<file path="src/rtl/capm_pkg.sv">
// Package: shared constants, types and float compare helpers for the cube permute unit.
package capm_pkg;

    localparam int DIM_BITS_DEF = 12;
    localparam int AXES_DEF     = 4;
    localparam int MAX_AXES     = 4;
    localparam int SIZE_W       = 13;
    localparam int SRC_W        = 2;
    localparam int COORD_W      = 12;
    localparam int PIX_W        = 64;
    localparam int CFG_IDX_W    = 3;
    localparam int CFG_DATA_W   = 13;
    localparam logic [7:0] FILL_BYTE = 8'd255;

    typedef enum logic [CFG_IDX_W-1:0] {
        REG_SIZE0 = 3'd0,
        REG_SIZE1 = 3'd1,
        REG_SIZE2 = 3'd2,
        REG_SIZE3 = 3'd3,
        REG_SRC0  = 3'd4,
        REG_SRC1  = 3'd5,
        REG_SRC2  = 3'd6,
        REG_SRC3  = 3'd7
    } cfg_idx_t;

    typedef struct packed {
        logic [COORD_W-1:0] dest_coord0;
        logic [COORD_W-1:0] dest_coord1;
        logic [COORD_W-1:0] dest_coord2;
        logic [COORD_W-1:0] dest_coord3;
        logic [PIX_W-1:0]   value_bits;
        logic [PIX_W-1:0]   running_min;
        logic [PIX_W-1:0]   running_max;
        logic               extrema_valid;
        logic               cube_last;
    } result_t;

    // Build the NaN replacement pattern from the fill byte.
    function automatic logic [PIX_W-1:0] fill_pattern();
        fill_pattern = {8{FILL_BYTE}};
    endfunction

    function automatic logic is_nan(input logic [PIX_W-1:0] b);
        is_nan = (&b[62:52]) && (|b[51:0]);
    endfunction

    // Strict double a < b for non-NaN operands; signed zeros compare equal.
    function automatic logic dbl_lt(input logic [PIX_W-1:0] a, input logic [PIX_W-1:0] b);
        logic both_zero;
        both_zero = (a[62:0] == '0) && (b[62:0] == '0);
        if (both_zero)
            dbl_lt = 1'b0;
        else if (a[63] != b[63])
            dbl_lt = a[63];
        else if (!a[63])
            dbl_lt = a[62:0] < b[62:0];
        else
            dbl_lt = a[62:0] > b[62:0];
    endfunction

endpackage

</file>
<file path="src/rtl/capm_counter.sv">
// Module: raster position counters with wrap at effective axis sizes.
module capm_counter #(
    parameter int DIM_BITS = capm_pkg::DIM_BITS_DEF,
    parameter int AXES     = capm_pkg::AXES_DEF
) (
    input  logic                                   clk,
    input  logic                                   rst_n,
    input  logic                                   advance,
    input  logic [capm_pkg::MAX_AXES-1:0][capm_pkg::SIZE_W-1:0] size,
    output logic [capm_pkg::MAX_AXES-1:0][DIM_BITS-1:0]          pos,
    output logic                                   last
);
    import capm_pkg::*;

    // Wide enough for both the size field and the full counter range.
    localparam int EW = ((DIM_BITS > SIZE_W) ? DIM_BITS : SIZE_W) + 1;
    localparam logic [EW-1:0] CAP = EW'(1) << DIM_BITS;

    logic [MAX_AXES-1:0][DIM_BITS-1:0] pos_reg, pos_next;
    logic [MAX_AXES:0] carry;

    // Step the counters as a ripple of wrap conditions.
    always_comb
    begin
        logic [EW-1:0] eff;
        logic [EW-1:0] inc;
        carry[0] = 1'b1;
        for (int a = 0; a < MAX_AXES; a++)
        begin
            if (a >= AXES || size[a] == '0)
                eff = EW'(1);
            else if (EW'(size[a]) > CAP)
                eff = CAP;
            else
                eff = EW'(size[a]);
            inc = EW'(pos_reg[a]) + EW'(1);
            if (!carry[a])
            begin
                pos_next[a] = pos_reg[a];
                carry[a+1]  = 1'b0;
            end
            else if (inc >= eff)
            begin
                pos_next[a] = '0;
                carry[a+1]  = 1'b1;
            end
            else
            begin
                pos_next[a] = inc[DIM_BITS-1:0];
                carry[a+1]  = 1'b0;
            end
        end
    end

    assign pos  = pos_reg;
    assign last = carry[MAX_AXES];

    always_ff @(posedge clk or negedge rst_n)
    begin
        if (!rst_n)
            pos_reg <= '0;
        else if (advance)
            pos_reg <= pos_next;
    end

    for (genvar a = AXES; a < MAX_AXES; a++)
    begin : g_unused
        assert property (@(posedge clk) disable iff (!rst_n) pos_reg[a] == '0)
            else $error("unused axis counter moved");
    end

    assert property (@(posedge clk) disable iff (!rst_n)
        advance && last |=> pos_reg == '0)
        else $error("counters did not return to zero after last pixel");
endmodule

</file>
<file path="config.mk">
export PLATFORM = sky130hd
export DESIGN_NAME = capm_counter
export DESIGN_NICKNAME = d
export VERILOG_FILES = /design/src/rtl/capm_pkg.sv /design/src/rtl/capm_counter.sv
export SDC_FILE = /design/constraint.sdc
export NUM_CORES = 1
export LEC_CHECK = 0
export CORE_MARGIN = 5
export CORE_UTILIZATION = 59
export CTS_CLUSTER_DIAMETER = 80
export CTS_CLUSTER_SIZE = 10
export DETAILED_ROUTE_END_ITERATION = 10
export DONT_BUFFER_PORTS = 1
export PLACE_DENSITY = 0.8
export SLEW_MARGIN = 40
export SYNTH_ARGS = -nofsm -noshare
export SYNTH_HDL_FRONTEND = slang
export SYNTH_SLANG_ARGS = --single-unit
</file>
<file path="constraint.sdc">
create_clock -name clk -period 3.2 [get_ports clk]
set_input_delay 0.48 -clock clk [delete_from_list [all_inputs] [get_ports clk]]
set_output_delay 0.48 -clock clk [all_outputs]
set_load 0.01 [all_outputs]
</file>
Yosys cells after proc, flatten, opt, wreduce, memory -nomap -nowiden
Index checks and enable logic that the tools add are counted.

Output and inout port bits: 49. Bits in read-only memories: 0. Register bits: 48. Bits in latches: 0. Memories: 0. Input bits: 55. RAM bits: 0.

Shifts and indexed selects: 0. Equality and inequality tests: 0. Reductions and logical operators: 7. Multipliers: 0. Multiplexer cells: 19. Div/mod/pow operators: 0. Magnitude comparators: 8. Bitwise logic cells: 0. Add/subtract/negate cells: 4.

Operators by type and width (count): $mux 13 (7); $ge 13x14->1 (4); $add 12x1->13 const B (4); $gt 13x13->1 const B (4); $logic_not 13->1 (4); $mux 12 (4); $mux 14 (1); $mux 1 (7); $reduce_and 2->1 (3).

Longest topological paths before layout
Gate-level depths: netlist (run 1).

Word-level depth: 8. Gate-level depth with buffers: 14. Depth with buffers taken out: 13.

Worst setup path before layout (run 1)
Ideal clock, no wire load.

Path type: reg-to-output. Start: register pos_reg, in the netlist pos[38]. End: output port last. Required time: 2720 ps. Stages on the path, launching flop included: 13. Setup slack: -127 ps. Path buffers: 2. Arrival: 2847 ps. Path through: dfrtp_1 > clkbuf_1 > nand4_1 > nor3_1 > xor2_1 > ha_1 > nand2_1 > o21ai_0 > o2111ai_1 > a32oi_1 > clkbuf_1 > nand3_1 > nor2_1.

Longest elaborated chain between the ends: 4.

RTL lines: start, declared (line capm_counter.sv:19) `logic [MAX_AXES-1:0][DIM_BITS-1:0] pos_reg, pos_next;`; start signal, assigned (line capm_counter.sv:63) `pos_reg <= pos_next;`; $add 12x1->13 (line capm_counter.sv:36) `inc = EW'(pos_reg[a]) + EW'(1);`; $ge 13x14->1 (line capm_counter.sv:42) `else if (inc >= eff)`; $mux 1 (line capm_counter.sv:42); $mux 1 (line capm_counter.sv:37) `if (!carry[a])`; end, declared (line capm_counter.sv:11) `output logic last`.

No other way between the ends.

Worst setup path after layout (run 1)
Start: register pos_reg, in the netlist pos[13]. End: output port last.

Longest elaborated chain between the ends: 6.

RTL lines (line): $add 12x1->13 (capm_counter.sv:36); $ge 13x14->1 (capm_counter.sv:42); $mux 1 (capm_counter.sv:42); $mux 1 (3 in series) (capm_counter.sv:37).

No other way between the ends.

==> impl_metrics.json, run 1 <==
{
  "r2r_cells": 16,
  "synth-edff-count": 0,
  "drc": 0,
  "numCtsBuffers": 5,
  "drt-initial-drc-count": 131,
  "nets": 692,
  "area_delta_synth_final_pct": 24.8,
  "period_needed_ns": 3.21,
  "cts-root-buf": "clkbuf_8",
  "largest_reg_flops": 48,
  "drt_wl_total_um": 11900,
  "dp_slack_ns": -0.0762,
  "crit_path_cell_trace": "nand2_1 > nor2_4 > nand3_2 > nor2_1 > xor2_1 > ha_1 > a21o_1 > a221oi_2 > o211a_1 > nor2_4",
  "syn_area_mm2": 0.00431,
  "p_per_area_mw_per_mm2": 406,
  "ant_nets": 0,
  "initial_core_util": 0.601,
  "synth_simple_gate_area_share": 0.234,
  "timing.fmax_mhz": 312,
  "detail_route.first_pass.iterations": 5,
  "drive_above_1_share": 0.261,
  "hold_class": "primary input to async pin",
  "grt_pass1_vias": 4103,
  "clk_pin_slew_ns": 0.10,
  "dp_hpwl_um": 8770,
  "r2r_slack_ns": 0.02,
  "reg2reg_to": "pos[37]",
  "grt_max_degree": 49,
  "hold_viol": 0,
  "grt_first_pass_wirelength_um": 18700,
  "max_stage_delay_ns": 0.43,
  "fin_worst_skew_ns": 0.0113,
  "htreeDepth": 2,
  "setup_ws_ns": -0.00555,
  "synth-xor-area-share": 0.0771,
  "tns_ns": -0.00555,
  "synth_adder_area_share": 0.162,
  "syn_inst": 518,
  "synth_async_sr_flop_share": 1.00,
  "cp-end-kind": "output port",
  "critical_path.max_fanout": 3,
  "required_ns": 2.72,
  "overflow": 0,
  "via_count": 4125,
  "ys_ff_latch": 48,
  "fillerInstances": 527,
  "timing.hold.ws_ns": 0.00504,
  "clk_latency_ns": 0.31,
  "fin_crit_sh": 1.00,
  "synth_top_family_by_area": "simple AND/OR/NAND/NOR gates",
  "cts.sinks": 48,
  "drv_slew": 0,
  "avgViaCountPerCell": 6.06,
  "synth_compound_area_frac": 0.179,
  "cts_tree": "built",
  "worstMarginPinSlew_ns": 0.464,
  "failed_checks": "setup timing",
  "chipWidth_um": 95.5,
  "portBuffers": 0,
  "criticalPathCategory": "flop to output port",
  "wl_per_cell_um": 17.4,
  "syn_avg_cell_area_um2": 8.33,
  "drv_cap": 0,
  "grt_setup_unrepaired": "true",
  "crit_slowest_cell": "dfrtp_1",
  "antenna_found_initial": 0,
  "crit_top_cell": "nor2_4",
  "coreArea_mm2": 0.00718,
  "cts_buffer_depth": 2,
  "critPathLaunchType": "flop",
  "status": "finished with violations",
  "die_height_um": 95.5,
  "irDropWorstVdd_mv": 0.323,
  "critPathArrivalTime_ns": 2.73,
  "yosys_warnings": 0,
  "io_pins": 104,
  "relSlewSlack": 0.690,
  "grtUsageTotal": 0.255,
  "setup_violations": 1,
  "synthFlopType": "dfrtp_1",
  "power_leakage_nw": 2.61,
  "n_antenna_cell": 0,
  "gp_congestion": 0.880,
  "synthesis.nets": 629,
  "dieArea_mm2": 0.00912,
  "timing.rr.start": "pos[26]",
  "fin_area_mm2": 0.00538,
  "dpl_cell_area_mm2": 0.00478,
  "yosysSeqAreaShare": 0.278,
  "synthDistinctLibCells": 52,
  "synth_mux_area_frac": 0.0281,
  "core.rowCount": 31
}
==> metal layers <==
metal	share of wire	wire [µm]	track usage	vias to the layer above
li1	-	-	-	2001
met1	0.40	4790	0.314	1977
met2	0.51	6070	0.448	132
met3	0.075	895	0.0663	15
met4	0.010	120	0.0545	0
met5	0	0	0	-
==> synthesized netlist by cell type (6+ instances only) <==
cell type,instances,area [µm²]
dfrtp_1,48,1200
nand2_1,80,300
nor4_1,8,50.1
nor2_1,31,116
a21o_1,7,52.6
o31ai_1,6,45.0
a21oi_1,17,85.1
xor2_1,18,158
clkbuf_1,15,56.3
mux2_2,9,101
nand2b_1,9,56.3
nor3_1,10,50.1
a22o_1,9,78.8
nor2b_1,6,37.5
inv_1,28,105
xnor2_1,20,175
o21ai_0,22,110
and3_1,12,75.1
nand4_1,10,62.6
ha_1,56,701
nand3_1,33,165
==> timing repair <==
action                     CTS  global route
gates resized for setup     27            51
setup endpoints to repair   15            32
hold endpoints to repair    48             0
buffers inserted            13             6
hold buffers                 1             0
pin swaps                   10            10
==> critical path: cells and delay by family, from the launching register on <==
family | cells | cell delay, ns
AND/OR/NAND/NOR | 5 | 0.64
XOR/XNOR | 1 | 0.25
flip-flops | 1 | 0.43
AO/OA/AOI/OAI | 3 | 0.80
adder cells (fa/ha/maj) | 1 | 0.30
==> layout by cell type, fill, tap and decap left out, types with 7 or more instances in the layout <==
cell type,count
xnor2_1,18
a21oi_1,14
xor2_1,15
buf_4,68
nand2_1,77
nor3_1,9
nor4_1,8
a21o_1,7
nand3_1,26
mux2_4,7
dfrtp_1,45
nand4_1,10
ha_1,51
inv_1,28
nor2_1,23
nand2b_1,9
a22o_1,9
o21ai_0,18
==> power by group <==
part,internal (mW),leakage [nW],switching (mW)
logic,0.464,1.91,0.586
registers,0.678,0.651,0.0731
clock network,0.173,0.0510,0.210
total,1.32,2.61,0.869
==> cell families (layout without fill, tap and decap cells) <==
group | count (synthesis) | after routing
and+or+nand+nor | 212 | 212
AOI/OAI and AO/OA | 107 | 107
adders and majority gates | 56 | 56
DFF | 48 | 48
buffers and inverters | 46 | 110
xor gates and xnor gates | 38 | 38
muxes | 11 | 11
==> through the flow <==
| stage | std cells | power, mW | utilization |
|---|---|---|---|
| after CTS | 675 | 2.10 | 0.715 |
| after global placement | 653 | 1.59 | 0.666 |
| final | 681 | 2.18 | 0.750 |
| after floorplan | 518 | 1.32 | - |
| after global routing | 681 | 2.34 | 0.750 |
| after detailed placement | 653 | 1.64 | 0.666 |
==> layout make-up <==
| class | instances | area [µm²] | area share |
|---|---|---|---|
| Clock buffer | 6 | 82.6 | 0.0153 |
| Clock inverter | 2 | 10.0 | 0.00186 |
| Inverter | 28 | 105 | 0.0195 |
| Multi-Input combinational cell | 424 | 3250 | 0.604 |
| Sequential cell | 48 | 1200 | 0.224 |
| Tap cell | 99 | 124 | 0.0230 |
| Timing Repair Buffer | 74 | 607 | 0.113 |
==> how the worst max path moves through the flow <==
stage / from / to / slack [ns] / depth (start not counted)
final: pos[13] / last / -0.006 / 10
after detailed placement: pos[3] / pos[24] / -0.08 / 12
after CTS: pos[28] / last / -0.04 / 14
after global placement: pos[27] / last / 0.07 / 11
after floorplan: pos[26] / last / 0.004 / 12
after global routing: pos[36] / last / -0.17 / 12
No activity file was read; power rests on OpenSTA's default activity.
==> run 2: changes to the inputs <==
CELL_PAD_IN_SITES_DETAIL_PLACEMENT = 0   (was not set)
CELL_PAD_IN_SITES_GLOBAL_PLACEMENT = 2   (was not set)
CORE_UTILIZATION = 34   (was 59)
PLACE_DENSITY = 0.79   (was 0.8)
==> run 2 against run 1 <==
- the flow still finishes with violations (setup timing)
- first-iteration DRC count fell by 27%
- final area is 7.6% higher
- flip-flop and latch count stayed put
- wire length increased by 7.7%
- combinational power fell by 5%
- power up 3.1%
- largest power group unchanged
- clock power grew 34%
- worst hold slack gained 0.019 ns
- final cell count is 14% higher
- setup slack worse by 0.058 ns
==> impl_metrics.json, run 2 (synthesis results as in run 1) <==
{
  "largest_reg_flops": 48,
  "detail_route.first_pass.iterations": 6,
  "die_height_um": 123,
  "avgViaCountPerCell": 5.25,
  "status": "finished with violations",
  "r2r_slack_ns": -0.03,
  "hold_class": "primary input to async pin",
  "grt_first_pass_wirelength_um": 19800,
  "chipWidth_um": 123,
  "gr-usage-met3": 0.0452,
  "numCtsBuffers": 5,
  "clk_pin_slew_ns": 0.06,
  "fin_crit_sh": 1.02,
  "clk_latency_ns": 0.29,
  "crit_family": "simple AND/OR/NAND/NOR gates",
  "regArea_mm2": 0.00120,
  "nets": 716,
  "critPathBufInv": 2,
  "drt-initial-drc-count": 96,
  "dp.cells": 745,
  "cp-end-kind": "output port",
  "dp_hpwl_um": 9870,
  "worstMarginPinSlew_ns": 0.451,
  "critPathArrivalTime_ns": 2.78,
  "cts_tree": "built",
  "drv_cap": 0,
  "grt_max_degree": 49,
  "setup_violations": 7,
  "area_delta_synth_final_pct": 34.2,
  "io_pins": 104,
  "failed_checks": "setup timing",
  "hold_viol": 0,
  "gp_congestion": 0.834,
  "fin_worst_skew_ns": 0.00446,
  "gr-max-usage-layer": "met2",
  "irDropWorstVdd_mv": 0.247,
  "p_per_area_mw_per_mm2": 389,
  "antenna_found_initial": 0,
  "drt_wl_total_um": 12800,
  "initial_core_util": 0.345,
  "coreArea_mm2": 0.0125,
  "grt_setup_unrepaired": "true",
  "fillerInstances": 1247,
  "dieArea_mm2": 0.0150,
  "period_needed_ns": 3.26,
  "via_count": 4083,
  "use_met2": 0.284,
  "ant_nets": 0,
  "grt_util_met1": 0.209,
  "critical_path.max_fanout": 2,
  "final_util": 0.463,
  "cts_buffer_depth": 2,
  "grtUsageTotal": 0.165,
  "cts.sinks": 48,
  "max_stage_delay_ns": 0.39,
  "htreeDepth": 2,
  "drv_slew": 0,
  "criticalPathCategory": "flop to output port",
  "mostFrequentLayoutCells": "buf_4, nand2_1, ha_1, dfrtp_1, inv_1",
  "power_leakage_nw": 2.77,
  "drive_above_1_share": 0.316,
  "timing.fmax_mhz": 306,
  "critPathLaunchType": "flop",
  "drc": 0,
  "crit_path_cell_trace": "and3_4 > and3_4 > and2_4 > nand4_1 > xor2_1 > inv_1 > ha_4 > nand2_4 > o21a_1 > o21a_1 > o41ai_4 > buf_4 > nand3_4 > nor2_4",
  "relSlewSlack": 0.697,
  "cts-root-buf": "clkbuf_16",
  "required_ns": 2.72,
  "wl_per_cell_um": 16.5,
  "core.rowCount": 41,
  "setup_ws_ns": -0.0640,
  "crit_slowest_cell": "dfrtp_1",
  "portBuffers": 0,
  "n_antenna_cell": 0,
  "grt_pass1_vias": 4043,
  "layout_commonest_cell": "buf_4",
  "timing.hold.ws_ns": 0.0240,
  "overflow": 0,
  "multi_input_area_mm2": 0.00336,
  "fin_cells": 777
}
run 2: final timing paths:
path,from,end,cells after the start
setup / recovery,pos[28],last,14
hold / removal,rst_n,pos[12],1
setup reg to reg,pos[28],pos[36],16
hold reg to reg,pos[44],pos[44],1
max in group asynchronous,rst_n,pos[37],1
min in group clk,advance,pos[0],1
run 2: layer usage:
layer  wire length (µm)  vias up
met5                  0        -
met3                750       13
met1               5570     1947
met2               6360       82
met4                114        0
li1                   -     2041
run 2: what timing repair did:
action / CTS / global route
endpoints found under the setup margin: 21 / 29
pin swaps: 8 / 44
hold endpoints to repair: 48 / 0
gates cloned: 0 / 0
resized for setup: 21 / 66
setup buffers: 9 / 16
hold buffers: 1 / 0
run 2: final cells by class:
cell class,count,share of cell area
sequential,48,0.208
clock inverter,1,0.000864
timing repair buffer,98,0.133
tap,172,0.0372
inverter,28,0.0182
multi-input combinational,424,0.581
clock buffer,6,0.0223
run 2: through the flow:
step | setup slack, ns | setup TNS (ns) | power [mW] | cell area, µm²
6_report | -0.0640 | -0.142 | 2.25 | 5790
5_1_grt | -0.187 | -1.48 | 2.43 | 5790
4_1_cts | -0.0507 | -0.0507 | 2.25 | 5340
3_5_place_dp | -0.290 | -2.77 | 1.68 | 5020
3_3_place_gp | -0.210 | -1.89 | 1.65 | 5020
2_1_floorplan | 0.00446 | 0 | 1.32 | 4330
run 2: worst reg2reg max path, stage by stage, from the launching register on:
cell and delay, ns:
dfrtp_1 0.39, and3_4 0.18, and3_4 0.17, and2_4 0.16
nand4_1 0.08, xor2_1 0.19, inv_1 0.10, ha_4 0.29
nand2_4 0.05, o21a_1 0.17, o21a_1 0.21, o41ai_4 0.05
buf_4 0.19, buf_4 0.15, buf_6 0.11, or4b_4 0.51
mux2i_1 0.14
run 2: power breakdown:
part | total, mW | switching [mW] | leakage [nW] | internal (mW)
Combinational | 0.999 | 0.557 | 2.05 | 0.442
Sequential | 0.742 | 0.0632 | 0.653 | 0.679
Clock | 0.512 | 0.227 | 0.0667 | 0.285
