<file path="config.mk">
export PLATFORM = sky130hd
export DESIGN_NAME = capm_extrema
export DESIGN_NICKNAME = d
export VERILOG_FILES = /design/src/rtl/capm_pkg.sv /design/src/rtl/capm_extrema.sv
export SDC_FILE = /design/constraint.sdc
export NUM_CORES = 1
export LEC_CHECK = 0
export ABC_CLOCK_PERIOD_IN_PS = 7550
export BUFFER_PORTS_ARGS = -buffer_cell sky130_fd_sc_hd__buf_4
export CORE_ASPECT_RATIO = 0.75
export CORE_MARGIN = 4
export CORE_UTILIZATION = 35
export CTS_CLUSTER_DIAMETER = 100
export CTS_CLUSTER_SIZE = 30
export DETAILED_ROUTE_END_ITERATION = 10
export GPL_TIMING_DRIVEN = 0
export PLACE_DENSITY_LB_ADDON = 0.3
export SKIP_LAST_GASP = 1
export SLEW_MARGIN = 20
export SYNTH_ARGS = -nofsm -noshare
export SYNTH_HDL_FRONTEND = slang
export SYNTH_SLANG_ARGS = --single-unit
</file>
<file path="constraint.sdc">
create_clock -name clk -period 7.55 [get_ports clk]
set_input_delay 1.51 -clock clk [delete_from_list [all_inputs] [get_ports clk]]
set_output_delay 1.51 -clock clk [all_outputs]
set_load 0.02 [all_outputs]
</file>
<file path="src/rtl/capm_pkg.sv">
// Package: shared constants, types and float compare helpers for the cube permute unit.
package capm_pkg;

    localparam int DIM_BITS_DEF = 12;
    localparam int AXES_DEF     = 4;
    localparam int MAX_AXES     = 4;
    localparam int SIZE_W       = 13;
    localparam int SRC_W        = 2;
    localparam int COORD_W      = 12;
    localparam int PIX_W        = 64;
    localparam int CFG_IDX_W    = 3;
    localparam int CFG_DATA_W   = 13;
    localparam logic [7:0] FILL_BYTE = 8'd255;

    typedef enum logic [CFG_IDX_W-1:0] {
        REG_SIZE0 = 3'd0,
        REG_SIZE1 = 3'd1,
        REG_SIZE2 = 3'd2,
        REG_SIZE3 = 3'd3,
        REG_SRC0  = 3'd4,
        REG_SRC1  = 3'd5,
        REG_SRC2  = 3'd6,
        REG_SRC3  = 3'd7
    } cfg_idx_t;

    typedef struct packed {
        logic [COORD_W-1:0] dest_coord0;
        logic [COORD_W-1:0] dest_coord1;
        logic [COORD_W-1:0] dest_coord2;
        logic [COORD_W-1:0] dest_coord3;
        logic [PIX_W-1:0]   value_bits;
        logic [PIX_W-1:0]   running_min;
        logic [PIX_W-1:0]   running_max;
        logic               extrema_valid;
        logic               cube_last;
    } result_t;

    // Build the NaN replacement pattern from the fill byte.
    function automatic logic [PIX_W-1:0] fill_pattern();
        fill_pattern = {8{FILL_BYTE}};
    endfunction

    function automatic logic is_nan(input logic [PIX_W-1:0] b);
        is_nan = (&b[62:52]) && (|b[51:0]);
    endfunction

    // Strict double a < b for non-NaN operands; signed zeros compare equal.
    function automatic logic dbl_lt(input logic [PIX_W-1:0] a, input logic [PIX_W-1:0] b);
        logic both_zero;
        both_zero = (a[62:0] == '0) && (b[62:0] == '0);
        if (both_zero)
            dbl_lt = 1'b0;
        else if (a[63] != b[63])
            dbl_lt = a[63];
        else if (!a[63])
            dbl_lt = a[62:0] < b[62:0];
        else
            dbl_lt = a[62:0] > b[62:0];
    endfunction

endpackage

</file>
<file path="src/rtl/capm_extrema.sv">
// Module: running minimum and maximum over non-NaN pixels.
module capm_extrema (
    input  logic                          clk,
    input  logic                          rst_n,
    input  logic                          advance,
    input  logic [capm_pkg::PIX_W-1:0]    pixel,
    output logic [capm_pkg::PIX_W-1:0]    low_next,
    output logic [capm_pkg::PIX_W-1:0]    high_next,
    output logic                          have_next
);
    import capm_pkg::*;

    logic [PIX_W-1:0] low_reg, high_reg;
    logic             have_reg;

    // Update extrema with the incoming pixel unless it is NaN.
    always_comb
    begin
        low_next  = low_reg;
        high_next = high_reg;
        have_next = have_reg;
        if (!is_nan(pixel))
        begin
            have_next = 1'b1;
            if (!have_reg)
            begin
                low_next  = pixel;
                high_next = pixel;
            end
            else
            begin
                if (dbl_lt(pixel, low_reg))
                    low_next = pixel;
                if (dbl_lt(high_reg, pixel))
                    high_next = pixel;
            end
        end
    end

    always_ff @(posedge clk or negedge rst_n)
    begin
        if (!rst_n)
        begin
            low_reg  <= '0;
            high_reg <= '0;
            have_reg <= 1'b0;
        end
        else if (advance)
        begin
            low_reg  <= low_next;
            high_reg <= high_next;
            have_reg <= have_next;
        end
    end

    assert property (@(posedge clk) disable iff (!rst_n)
        !have_reg |-> low_reg == '0 && high_reg == '0)
        else $error("extrema nonzero before first value");
    assert property (@(posedge clk) disable iff (!rst_n)
        have_reg |=> have_reg)
        else $error("extrema valid dropped");
endmodule

</file>
---- After elaboration in Yosys (flattened, before gate mapping) ----
Cells that the tools add are included.
storage, ports and cells
  register bits ........................... 129
  latch bits .............................. 0
  RAM bits ................................ 0
  memory bits (read-only) ................. 0
  bits of input ports ..................... 67
  word-level logic and storage cells ...... 34
  memories ................................ 0
operators by class
  add/sub/neg operators ................... 0
  multiply operators ...................... 0
  divide/modulo/power cells ............... 0
  order comparisons ....................... 4
  eq/ne operators ......................... 2
  shifts and indexed selects .............. 0
  mux-type cells .......................... 17
  bitwise logic cells ..................... 0
  reduce and logical (&&, ||, !) cells .... 8
operators by type and width
  operator             count
  $mux W64             6
  $logic_not A63 Y1    3
  $gt A63 B63 Y1       2
  $lt A63 B63 Y1       2
  $reduce_or A52 Y1    1
  $mux W1              11
  $reduce_and A11 Y1   1
  $logic_and A1 B1 Y1  3
  $ne A1 B1 Y1         2

---- Depth between registers and ports, before layout ----
Gate-level depths: netlist of run 1.
  depth after elaboration ................. 9
  mapped depth ............................ 12
  depth with buffers taken out ............ 10

---- Worst setup path before layout of run 1 ----
OpenSTA, ideal clock, no wires.
  path kind ............................... input -> output
  from .................................... input pixel[61] (netlist bit)
  to ...................................... output low_next[10] (netlist bit)
  arrival ................................. 4.027 ns
  required time ........................... 6.040 ns
  slack ................................... 2.013 ns
  cell stages on the path ................. 11
  path buffers ............................ 2
  path through ............................ ha_1 > nand4_1 > nor3_1 > nand4_1 > a2111oi_0 > or3_1 > o21ai_0 > a311oi_1 > buf_2 > buf_4 > mux2i_1
between the ends
  cells in the longest elaborated chain, start to end .. 9
  elaborated cells between the ends (all ways) .. 14
  classes of those cells .................. 2 x order compare; 8 x mux; 4 x reduce/logical
ends and longest elaborated chain
  item                                                     line                            source
  start, declared                                          capm_extrema.sv:6               input logic [capm_pkg::PIX_W-1:0] pixel,
  $lt A63 B63 Y1 / $gt A63 B63 Y1 (equally long branches)  capm_pkg.sv:56, capm_pkg.sv:58
  $mux W1                                                  capm_pkg.sv:55                  else if (!a[63])
  $mux W1                                                  capm_pkg.sv:53                  else if (a[63] != b[63])
  $mux W1                                                  capm_pkg.sv:51                  if (both_zero)
  $mux W1                                                  capm_extrema.sv:25              if (!have_reg)
  $mux W1                                                  capm_extrema.sv:22              if (!is_nan(pixel))
  $mux W64                                                 capm_extrema.sv:32              if (dbl_lt(pixel, low_reg))
  $mux W64                                                 capm_extrema.sv:25
  $mux W64 *                                               capm_extrema.sv:22
  end, declared                                            capm_extrema.sv:7               output logic [capm_pkg::PIX_W-1:0] low_next,
Mark *: on every way between the ends. The rest lies on a longest branch, timed or not. The select of a mux whose other input is x is not followed.

---- Worst setup path after layout of run 1 ----
  from .................................... input pixel[1] (netlist bit)
  to ...................................... output high_next[2] (netlist bit)
between the ends
  cells in the longest elaborated chain, start to end .. 9
  elaborated cells between the ends (all ways) .. 14
  classes of those cells .................. 2 x order compare; 8 x mux; 4 x reduce/logical
ends and longest elaborated chain
  item                                                     line                            source
  $lt A63 B63 Y1 / $gt A63 B63 Y1 (equally long branches)  capm_pkg.sv:56, capm_pkg.sv:58
  $mux W1                                                  capm_pkg.sv:55
  $mux W1                                                  capm_pkg.sv:53
  $mux W1                                                  capm_pkg.sv:51
  $mux W1                                                  capm_extrema.sv:25
  $mux W1                                                  capm_extrema.sv:22
  $mux W64                                                 capm_extrema.sv:34              if (dbl_lt(high_reg, pixel))
  $mux W64                                                 capm_extrema.sv:25
  $mux W64 *                                               capm_extrema.sv:22
  end, declared                                            capm_extrema.sv:8               output logic [capm_pkg::PIX_W-1:0] high_next,
Marks and branches as above.

==> run metrics, run 1 <==
remaining antenna violation count=0; Starting Density=35.6%; highest routed layer=met4; final HPWL from detailed placement=37000 µm; Internal Pwr Total=0.00356 W; post-route clock period utilization=92.5%; number of global-route vias before repair=12085; clock input transition at the sequential cells of the worst setup and hold paths=0.06 ns; highest net fanout along the worst path=10; longest individual stage delay on the worst path=0.85 ns; routed wirelength normalized by instance count=23.0 µm; total DRC errors in the routed layout=0; mean post-synth cell area=8.49 µm²; share of layout cells above drive strength 1=18.4%; number of different library cells in the post-synthesis netlist=47; buffer count from post-CTS setup fixing=0; via total after detailed routing=12411; post-detailed-route via-to-cell ratio=5.94; I/O pins=196; Hold Fails Final Rpt=0; detailed route wirelength on metal3=4250 µm; switching share of power=51.3%; Total Power Consumption=0.00731 W; dominant register cell in the synthesized netlist=sky130_fd_sc_hd__dfrtp_1; power density of the placed cells=500 nW/µm²; Critical Path RT=6.04 ns; async set-reset flop share out of synthesis=100%; GPL Wtd Cong=0.971; antenna diode count=0; post-layout min period=6.99 ns; nature of the critical path endpoint=output pin; overflow left after global routing=0; power share of the sequential group=19.8%; final core utilization=43.4%; synthesis-stage register bit count=129; logic gate share of total power=69.0%; Post-Layout Inst Area=14600 µm²; number of standard cells after synthesis=1412; PostCTS Resize Cnt=0; Total Wirelength=48100 µm; total iterations of the first detailed-routing run=6; number of flops mapped to enable cells by yosys=0; Port Buf Inserts=195; startpoint type of the worst setup path=input port; master cell of the clock root buffer=sky130_fd_sc_hd__clkbuf_16; final sum of negative setup slack=0 ns; wire length on met1=22100 µm; clock latency reported for the late side of the worst-skew pair=0.44 ns; max_slew headroom=28.8%; P_sw=0.00375 W; instance area at placement=14100 µm²; Arr. time, crit path=5.48 ns; cts-stage hold buffer count=0; die height=168 µm; area grow syn2layout=21.9%; placed cell count=2058; Total Die Area=37300 µm²; list of cells traversed by the critical path=buf_4 -> nor4_1 -> nand4_1 -> nor4_1 -> and3_1 -> a211o_1 -> clkbuf_1 -> clkbuf_1 -> a221oi_1 -> nand3_1 -> buf_4; maximum clock skew at final layout=0.0121 ns; Max rail drop VDD=0.290 mV; net total in the final layout=1820; cts bufs inserted=17; standard-cell rows=58; initial antenna violation count=0; GRT Overall Usage=24.8%; mapped cell area=12000 µm²; Maximum Capacitance Violations=0; Die X-Extent=222 µm; outcome=complete, no violations; RSZ-0062 raised after global routing=false; max-slew violation total from the final report=0; crit path kind=input port to output pin; clock share of power=11.2%; Least-Margin Pin Slew=1.06 ns; clock tree from TritonCTS=done; leakage power summed over all cells=6.80 nW; timing-limited maximum frequency=0.143 GHz; clock sink count=129; cell at the slowest stage of the critical path=sky130_fd_sc_hd__nor4_1; global-route wire length before repair=72500 µm; final cell count without fillers=2090; met2 wire length=20300 µm; # setup viols final=0; count of synthesis-stage warnings from yosys=0; sequential fraction of the synthesis area=26.9%; pin count of the biggest net entering global routing=70; Max Buffers Root-to-Sink=2; initial detailed-routing violation count=1390; core region area=33700 µm²; hold crit path type=flip-flop to flip-flop; Post-Syn Nets=1605; CTS HTree Levels=4
-- layer usage --
| metal | vias up | global-route usage (%) |
|---|---|---|
| li1 | 5705 | - |
| met1 | 5973 | 36.3 |
| met2 | 650 | 37.0 |
| met3 | 83 | 4.79 |
| met4 | 0 | 7.63 |
| met5 | - | 0 |
-- area by class of cell --
class,count,area [µm²]
clock inverters,12,109
multi-input cells,1057,7820
repair buffers,196,1500
fillers,3352,19100
inverters,129,484
plain buffers,97,460
flip-flops and latches,129,3230
well taps,450,563
clock buffers,20,457
-- critical path: cells and delay by family --
kind,cells,cell delay (ns)
buffers and inverters,4,1.42
AND/OR/NAND/NOR,5,2.23
AO/OA/AOI/OAI,2,0.30
-- cell families (layout without fill, tap and decap cells) --
group,after synthesis,count (layout),synth area share [%]
and+or+nand+nor,501,501,22.2
AOI/OAI and AO/OA,239,239,13.2
buffers and inverters,226,454,7.88
muxes,191,191,16.6
DFF,129,129,26.9
adders and majority gates,126,126,13.1
-- placed cells by master (no fill, tap or decap), drive strengths merged, types with 32 or more instances in the layout --
cell type	Yosys	final
nand3	141	141
clkbuf	67	87
a21oi	53	53
nor4	53	53
nand2	45	45
inv	129	131
a221oi	68	68
ha	126	126
nor3	135	135
and2	63	63
buf	30	226
o21ai	81	81
mux2i	125	125
dfrtp	129	129
mux2	66	66
nand4	32	32
-- path summary, 6_finish.rpt --
check,startpoint,endpoint,slack (ns),cells past startpoint
setup / recovery,pixel[1],high_next[2],0.56,11
hold / removal,low_reg[49]$_DFFE_PN0P_,low_reg[49]$_DFFE_PN0P_,0.56,2
setup reg to reg,high_reg[28]$_DFFE_PN0P_,high_reg[39]$_DFFE_PN0P_,3.75,10
hold reg to reg,low_reg[49]$_DFFE_PN0P_,low_reg[49]$_DFFE_PN0P_,0.56,2
max in group asynchronous,rst_n,high_reg[51]$_DFFE_PN0P_,5.81,2
min in group asynchronous,rst_n,high_reg[17]$_DFFE_PN0P_,1.00,1
-- through the flow --
step / hold WS (ns) / setup slack (ns)
final: 0.565 / 0.564
after floorplan: 0.523 / 2.01
after global placement: 0.541 / 0.714
after CTS: 0.560 / 0.642
after global routing: 0.602 / 0.429
after detailed placement: 0.546 / 0.657
-- Yosys cell counts, drive strengths merged, types with 2 or more instances --
cell type  number  area, µm²
buf            30        209
mux2           66        743
o31ai           2       15.0
nand2b          3       18.8
inv           129        484
o211a           2       20.0
nor3          135        676
mux2i         125       1250
a21oi          53        265
nor2           14       52.6
a211o           3       26.3
nand3b          2       15.0
a311oi          2       17.5
o21a            4       30.0
clkbuf         67        251
nand4          32        200
or4             2       15.0
a211oi          3       22.5
nand3         141        706
dfrtp         129       3230
a21o            8       60.1
and3            2       12.5
o21ai          81        405
or3             2       12.5
nor4           53        338
a221oi         68        596
and2           63        394
o211ai          4       30.0
ha            126       1580
nand2          45        169
and4            5       43.8
-- power by group through the flow --
stage	combinational, W	sequential [W]	clock, W
finish	0.00504	0.00145	0.000819
CTS	0.00502	0.00143	0.000832
detailed placement	0.00500	0.00143	0
global route	0.00545	0.00149	0.000858
global placement	0.00490	0.00142	0
floorplan	0.00320	0.00128	0
No activity file was read; power rests on OpenSTA's default activity.
==> inputs of run 2 (changes only) <==
Settings changed: CORE_ASPECT_RATIO 0.75 to not set.
==> run 2 against run 1 <==
  * Clock power rose by 7.9%
  * Non-clock buffer count did not move
  * Die area barely moved
  * Sequential power barely moved
  * Clock skew rose by 0.0027 ns
  * Critical path depth rose by 2
  * Final cell count barely moved
  * Wire length fell by 0.26%
  * Combinational power barely moved
  * Hold slack improved by 0.0034 ns
  * First-iteration DRC count rose by 10%
  * Utilization rose by 0.095 points
  * Critical endpoint is now low_next[4]
==> run metrics, run 2 (synthesized netlist as in run 1, its figures left out) <==
outcome=complete, no violations; cells on worst reg2reg path=12; number of stages on the worst hold path=2; Total Wirelength=48000 µm; logic gate share of total power=68.5%; Max rail drop VDD=0.238 mV; GPL Wtd Cong=0.929; total iterations of the first detailed-routing run=7; post-layout min period=7.00 ns; P_sw=0.00375 W; standard-cell rows=67; switching share of power=50.9%; post-detailed-route via-to-cell ratio=5.99; clock latency reported for the late side of the worst-skew pair=0.44 ns; master cell of the clock root buffer=sky130_fd_sc_hd__clkbuf_16; PostCTS Resize Cnt=0; power density of the placed cells=503 nW/µm²; M1 GR Usage=35.8%; startpoint type of the worst setup path=input port; Die X-Extent=193 µm; placed cell count=2056; Maximum Capacitance Violations=0; overflow left after global routing=0; share of layout cells above drive strength 1=18.4%; leakage power summed over all cells=6.82 nW; post-route clock period utilization=92.7%; Total Die Area=37300 µm²; cts bufs inserted=17; Internal Pwr Total=0.00362 W; GRT Overall Usage=25.1%; timing-limited maximum frequency=0.143 GHz; net total in the final layout=1820; global-route wire length before repair=72500 µm; max_slew headroom=20.9%; final sum of negative setup slack=0 ns; pin count of the biggest net entering global routing=83; area grow syn2layout=22.3%; total DRC errors in the routed layout=0; clock tree from TritonCTS=done; crit path kind=input port to output pin; Post-Layout Inst Area=14700 µm²; core region area=33700 µm²; clock input transition at the sequential cells of the worst setup and hold paths=0.05 ns; maximum clock skew at final layout=0.0149 ns; Port Buf Inserts=195; # setup viols final=0; final cell count without fillers=2088; highest-count cells in the layout ignoring fill and taps=sky130_fd_sc_hd__buf_4, sky130_fd_sc_hd__nand3_1, sky130_fd_sc_hd__nor3_1, sky130_fd_sc_hd__inv_1, sky130_fd_sc_hd__dfrtp_1; I/O pins=196; via total after detailed routing=12503; routing usage on met2=39.1%; routed wirelength normalized by instance count=23.0 µm; hold worst-path end=low_reg[53]$_DFFE_PN0P_; remaining antenna violation count=0; Max Buffers Root-to-Sink=2; Arr. time, crit path=5.49 ns; hold wc startpoint=low_reg[53]$_DFFE_PN0P_; cts-stage hold buffer count=0; instance area at placement=14100 µm²; power share of the sequential group=19.5%; die height=193 µm; met3 routing resource usage after global routing=4.02%; reg-to-reg endpoint=low_reg[1]$_DFFE_PN0P_; Starting Density=35.6%; hold crit path type=flip-flop to flip-flop; initial detailed-routing violation count=1531; Hold Fails Final Rpt=0; initial antenna violation count=1; Critical Path RT=6.04 ns; Least-Margin Pin Slew=1.18 ns; most common cell after layout, fill and taps aside=sky130_fd_sc_hd__buf_4; reg-to-reg setup timing slack=3.52 ns; launching point of the worst reg2reg path=low_reg[61]$_DFFE_PN0P_; CTS HTree Levels=4; highest net fanout along the worst path=10; RSZ-0062 raised after global routing=false; nature of the critical path endpoint=output pin; clock sink count=129; clock share of power=12.0%; GR peak layer=met2; final HPWL from detailed placement=36300 µm; number of global-route vias before repair=12088; max-slew violation total from the final report=0; buffer count from post-CTS setup fixing=0
-- run 2: area by class of cell --
class                      instances  area, µm²
buffer                            97        460
timing repair buffer             196       1500
clock inverter                    12        160
antenna                            1       2.50
fill                            3409      19000
clock buffer                      19        443
sequential                       129       3230
inverter                         129        484
multi-input combinational       1057       7830
tap                              448        561
-- run 2: metal layers --
metal	vias to the layer above	routed length, µm
met5	-	0
met4	0	1340
met3	77	3590
met2	610	21600
met1	6107	21400
li1	5709	-
-- run 2: power groups by stage --
stage	clock network [W]	logic, W	registers (W)
final	0.000884	0.00505	0.00144
after global placement	0	0.00492	0.00142
after global routing	0.000918	0.00544	0.00148
after detailed placement	0	0.00501	0.00143
after CTS	0.000894	0.00503	0.00142
after floorplan	0	0.00320	0.00128
-- run 2: per-stage QoR --
stage | hold slack, ns | total power, W | setup slack (ns) | utilization (%)
after detailed placement | 0.564 | 0.00644 | 0.619 | 41.7
final | 0.568 | 0.00737 | 0.554 | 43.5
after CTS | 0.576 | 0.00734 | 0.593 | 43.5
after floorplan | 0.523 | 0.00448 | 2.01 | -
after global placement | 0.539 | 0.00634 | 0.656 | 41.6
after global routing | 0.595 | 0.00784 | 0.316 | 43.5
-- run 2: how the worst max path moves through the flow --
stage,from,cells after the start,end,slack [ns]
floorplan,pixel[61],11,low_next[10],2.01
finish,pixel[61],13,low_next[4],0.55
global route,pixel[61],13,low_next[35],0.32
detailed placement,pixel[61],13,low_next[35],0.62
CTS,pixel[61],13,low_next[35],0.59
global placement,pixel[61],13,low_next[35],0.66
-- run 2: critical path, cell delays in order --
cell                        delay [ns]
sky130_fd_sc_hd__buf_4            0.14
sky130_fd_sc_hd__ha_1             0.32
sky130_fd_sc_hd__nand4_1          0.17
sky130_fd_sc_hd__nor3_1           0.78
sky130_fd_sc_hd__nand4_1          0.33
sky130_fd_sc_hd__a2111oi_0        0.34
sky130_fd_sc_hd__or3_1            0.22
sky130_fd_sc_hd__o21ai_0          0.14
sky130_fd_sc_hd__a311oi_1         0.28
sky130_fd_sc_hd__buf_2            0.35
sky130_fd_sc_hd__buf_4            0.31
sky130_fd_sc_hd__mux2i_1          0.36
sky130_fd_sc_hd__buf_4            0.21
